File: src/rtl/csrmv_pkg.sv
`default_nettype none

package csrmv_pkg;

  // Defaults for the top-level parameters
  localparam int VECTOR_DEPTH_DEF = 1024;
  localparam int ROW_BITS_DEF     = 16;

  // Result queue depth; covers the two pipeline stages plus output slack
  localparam int RESULT_DEPTH = 4;

  // Field widths
  localparam int OP_W        = 2;
  localparam int INDEX_W     = 10;
  localparam int VALUE_W     = 32;
  localparam int ROW_INDEX_W = 16;
  localparam int SUM_W       = 64;
  localparam int VLEN_W      = 11;
  localparam int RBASE_W     = 16;
  localparam int RSTOP_W     = 17;
  localparam int CFG_INDEX_W = 2;
  localparam int CFG_DATA_W  = 17;

  // Item opcodes
  localparam logic [OP_W-1:0] OP_LOAD    = 2'd0;
  localparam logic [OP_W-1:0] OP_NONZERO = 2'd1;
  localparam logic [OP_W-1:0] OP_EMPTY   = 2'd2;
  localparam logic [OP_W-1:0] OP_RESTART = 2'd3;

  // Config register indexes
  localparam logic [CFG_INDEX_W-1:0] CFG_VECTOR_LENGTH = 2'd0;
  localparam logic [CFG_INDEX_W-1:0] CFG_ROW_BASE      = 2'd1;
  localparam logic [CFG_INDEX_W-1:0] CFG_ROW_STOP      = 2'd2;

  // Config reset values
  localparam logic [VLEN_W-1:0]  VLEN_RESET  = 11'd1024;
  localparam logic [RBASE_W-1:0] RBASE_RESET = 16'd0;
  localparam logic [RSTOP_W-1:0] RSTOP_RESET = 17'd65536;

  typedef struct packed {
    logic [ROW_INDEX_W-1:0]  row_index;
    logic signed [SUM_W-1:0] row_sum;
    logic                    column_error;
    logic                    last_row;
  } result_t;

endpackage

`default_nettype wire

File: src/rtl/csrmv_result_fifo.sv
`default_nettype none

module csrmv_result_fifo #(
  parameter int DEPTH = csrmv_pkg::RESULT_DEPTH
) (
  input  wire logic                       clk,
  input  wire logic                       rst,
  input  wire logic                       push,
  input  wire csrmv_pkg::result_t         push_data,
  input  wire logic                       pop,
  output csrmv_pkg::result_t              head_data,
  output logic                            head_valid,
  output logic [$clog2(DEPTH+1)-1:0]      count
);
  import csrmv_pkg::*;

  localparam int PW = (DEPTH > 1) ? $clog2(DEPTH) : 1;
  localparam int CW = $clog2(DEPTH+1);

  result_t       slots [DEPTH];
  logic [PW-1:0] wr_ptr;
  logic [PW-1:0] rd_ptr;

  function automatic logic [PW-1:0] ptr_inc(input logic [PW-1:0] p);
    if (p == PW'(DEPTH - 1)) begin
      return '0;
    end
    return p + 1'b1;
  endfunction

  always_ff @(posedge clk) begin
    if (push) begin
      slots[wr_ptr] <= push_data;
    end
  end

  always_ff @(posedge clk) begin
    if (rst) begin
      wr_ptr <= '0;
      rd_ptr <= '0;
      count  <= '0;
    end else begin
      if (push) begin
        wr_ptr <= ptr_inc(wr_ptr);
      end
      if (pop) begin
        rd_ptr <= ptr_inc(rd_ptr);
      end
      if (push && !pop) begin
        count <= count + 1'b1;
      end else if (pop && !push) begin
        count <= count - 1'b1;
      end
    end
  end

  assign head_data  = slots[rd_ptr];
  assign head_valid = (count != CW'(0));

endmodule

`default_nettype wire

File: config.mk
export PLATFORM = sky130hd
export DESIGN_NAME = csrmv_result_fifo
export DESIGN_NICKNAME = d
export VERILOG_FILES = /design/src/rtl/csrmv_pkg.sv /design/src/rtl/csrmv_result_fifo.sv
export SDC_FILE = /design/constraint.sdc
export NUM_CORES = 1
export LEC_CHECK = 0
export BUFFER_PORTS_ARGS = -buffer_cell sky130_fd_sc_hd__buf_2
export CORE_MARGIN = 2
export CORE_UTILIZATION = 50
export CTS_CLUSTER_SIZE = 8
export DETAILED_ROUTE_END_ITERATION = 8
export PLACE_DENSITY_LB_ADDON = 0.25
export SLEW_MARGIN = 40
export SYNTH_ARGS = -nofsm -noshare
export SYNTH_HDL_FRONTEND = slang
export SYNTH_SLANG_ARGS = --single-unit
File: constraint.sdc
create_clock -name clk -period 8 [get_ports clk]
set_input_delay 0 -clock clk [delete_from_list [all_inputs] [get_ports clk]]
set_output_delay 0 -clock clk [all_outputs]
set_load 0.01 [all_outputs]
==> metrics.txt <==
flops & latches, synth=337; Area contributors post-synth=edfxtp_1, mux4_2, dfxtp_1; Die Wd=161 µm; worst reg2reg startpoint=wr_ptr[0]; vias in the first global route=6625; Post-Synthesis Cells=472; Syn Nets=565; latest clock arrival within the worst-skew pair=530 ps; Port-buffer cells=171; Critical Path RT=8000 ps; Post-Place Setup Slack=5670 ps; worst hold stages=2; root buffer cell=clkbuf_16; TNS Setup=0 ps; postcts setup bufs=0; mean routed wirelength per cell=20.6 µm; total power=4190 µW; Post-route DRC=0; Placement Cell Area=13500 µm²; RR Endpoint=slots[3][29]; FP Rows=57; final worst-path cycle share=0.342; Fill cells=1663; R2R depth=3; leakage=0.00541 µW; gpl congestion=0.689; max-cap violations=0; Max clock buf depth=3; Hold Fails Final Rpt=0; Final Cell Area=15700 µm²; Final HPWL DP=12.7 mm; Hold Slack=223 ps; post_cts resized=0; total wire length=23.0 mm; post-synthesis simple-gate area fraction=0.00608; clk sinks=337; Hold Path Class=in -> reg; crit-path max FO=41; Final min period=2740 ps; Synth top area share=0.797; post-synthesis adder-cell area fraction=0.00770; drt initial violations=508; Worst Hold Endpoint=slots[2][50]; starting density of the core=0.508; register-to-register setup slack=5710 ps; Final Max Tran Viols=0; Max H-tree Level=2; largest family of logic cells by synthesized area=multiplexers; Final ANT Viol Nets=0; die footprint=26000 µm²; initial antenna violation count=0; Diodes inserted=0; Vias=5921; share of layout cells above drive strength 1=0.401; first-pass GRT wire length=36.3 mm; TritonCTS buffer count=48; I/O pin count=172; worst-case vdd ir drop=212 µV; synth-to-layout area growth=27.1%; Slew @ Worst Pin=700 ps; Post-Synthesis Cell Area=12400 µm²; Avg Vias per Cell=5.31; Final WS setup=5260 ps; CTS tree=yes; post-synth top area cell=edfxtp_1; GRT Residual Overflow=0; sequential share of the synthesized area=0.812; largest net degree at the start of global routing=45; GRT Overall Usage=0.183; hold buffer count at cts=86; sequential cell area=10000 µm²; CP endpoint kind=output port; final setup vio count=0; synthesized area per cell=26.2 µm²; outcome=complete, no violations; Synth Area in XOR/XNOR=0.00142; Final Skew=15.5 ps; Fmax=0.365 GHz; die height=161 µm; PD cells=267 nW/µm²; core footprint=24300 µm²; unrepaired setup endpoints after global routing=false; Critical Path AT=2740 ps; mux cell area share after synthesis=0.152; relative slew slack=0.533; worst hold start=push_data[50]; CP Launch Type=flip-flop; Final #Nets=861; total number of yosys warnings=0; critical path type=reg -> out; Compound-Gate Fraction of Synth Area=0.00162; 1st-pass router iterations=4; Worst-path clk slew=50 ps; Synth cell types=19; multi-input logic area=2100 µm²
==> cells in the mapped netlist, drive strengths merged <==
cell type,n
fa,1
or3,2
mux4,82
dfxtp,9
edfxtp,328
nor2,6
and2,4
inv,5
ha,6
xor2,2
buf,17
o21ai,1
mux2i,3
nor3b,2
clkbuf,1
a21oi,3
==> cells by family after synthesis <==
kind of cell               count (synthesis)
DFF                                      337
buffers and inverters                     23
and+or+nand+nor                           14
AOI/OAI and AO/OA                          4
xor gates and xnor gates                   2
muxes                                     85
adders and majority gates                  7
==> flip-flops by register name (all words and copies together), names as in the netlist, named ones only <==
signal,count
wr_ptr,2
slots,328
count,3
rd_ptr,2
==> worst max-delay path: stages (launching register included) <==
cell,delay (ps)
dfxtp_4,620
buf_12,270
buf_6,500
mux4_2,600
buf_2,160
==> how the worst max path moves through the flow <==
stage / slack, ps / to / start
global route: 5010 / head_data[23] / flip-flop
finish: 5260 / head_data[23] / flip-flop
global placement: 5310 / head_data[65] / flip-flop
floorplan: 5090 / slots[3][0] / wr_ptr[0]
detailed placement: 5670 / head_data[65] / flip-flop
CTS: 5110 / head_data[65] / flip-flop
==> per-layer routing <==
layer | part of all wire | global-route usage | routed length (µm)
met2 | 0.50 | 0.306 | 11600
met5 | 0 | 0 | 0
met4 | 0.015 | 0.0544 | 354
met1 | 0.42 | 0.244 | 9690
met3 | 0.061 | 0.0457 | 1420
==> power by group <==
group	internal [µW]	switching, µW	leakage, µW	total, µW
combinational	169	169	0.00167	338
clock	1140	663	0.000652	1800
sequential	2020	29.2	0.00309	2050
total	3330	861	0.00541	4190
==> layout make-up <==
type,count,area share
multi-input cells,112,0.134
repair buffers,264,0.114
clock inverters,4,0.00327
clock buffers,69,0.0829
inverters,5,0.00120
well taps,324,0.0258
flip-flops and latches,337,0.639
==> per-stage QoR <==
stage	util	instances
finish	0.645	1115
global route	0.645	1115
CTS	0.645	1115
detailed placement	0.554	956
global placement	0.553	955
floorplan	-	472
==> placed cells by master, fill, tap and decap left out, drive strengths merged, types with 2 or more instances in the layout <==
cell type | netlist | final
edfxtp | 328 | 328
buf | 17 | 178
dlygate4sd3 | 0 | 86
mux4 | 82 | 82
clkbuf | 1 | 69
dfxtp | 9 | 9
inv | 5 | 7
nor2 | 6 | 6
ha | 6 | 6
and2 | 4 | 4
a21oi | 3 | 3
mux2i | 3 | 3
or3 | 2 | 2
nor3b | 2 | 2
xor2 | 2 | 2
(Power assumes the default switching activity.)
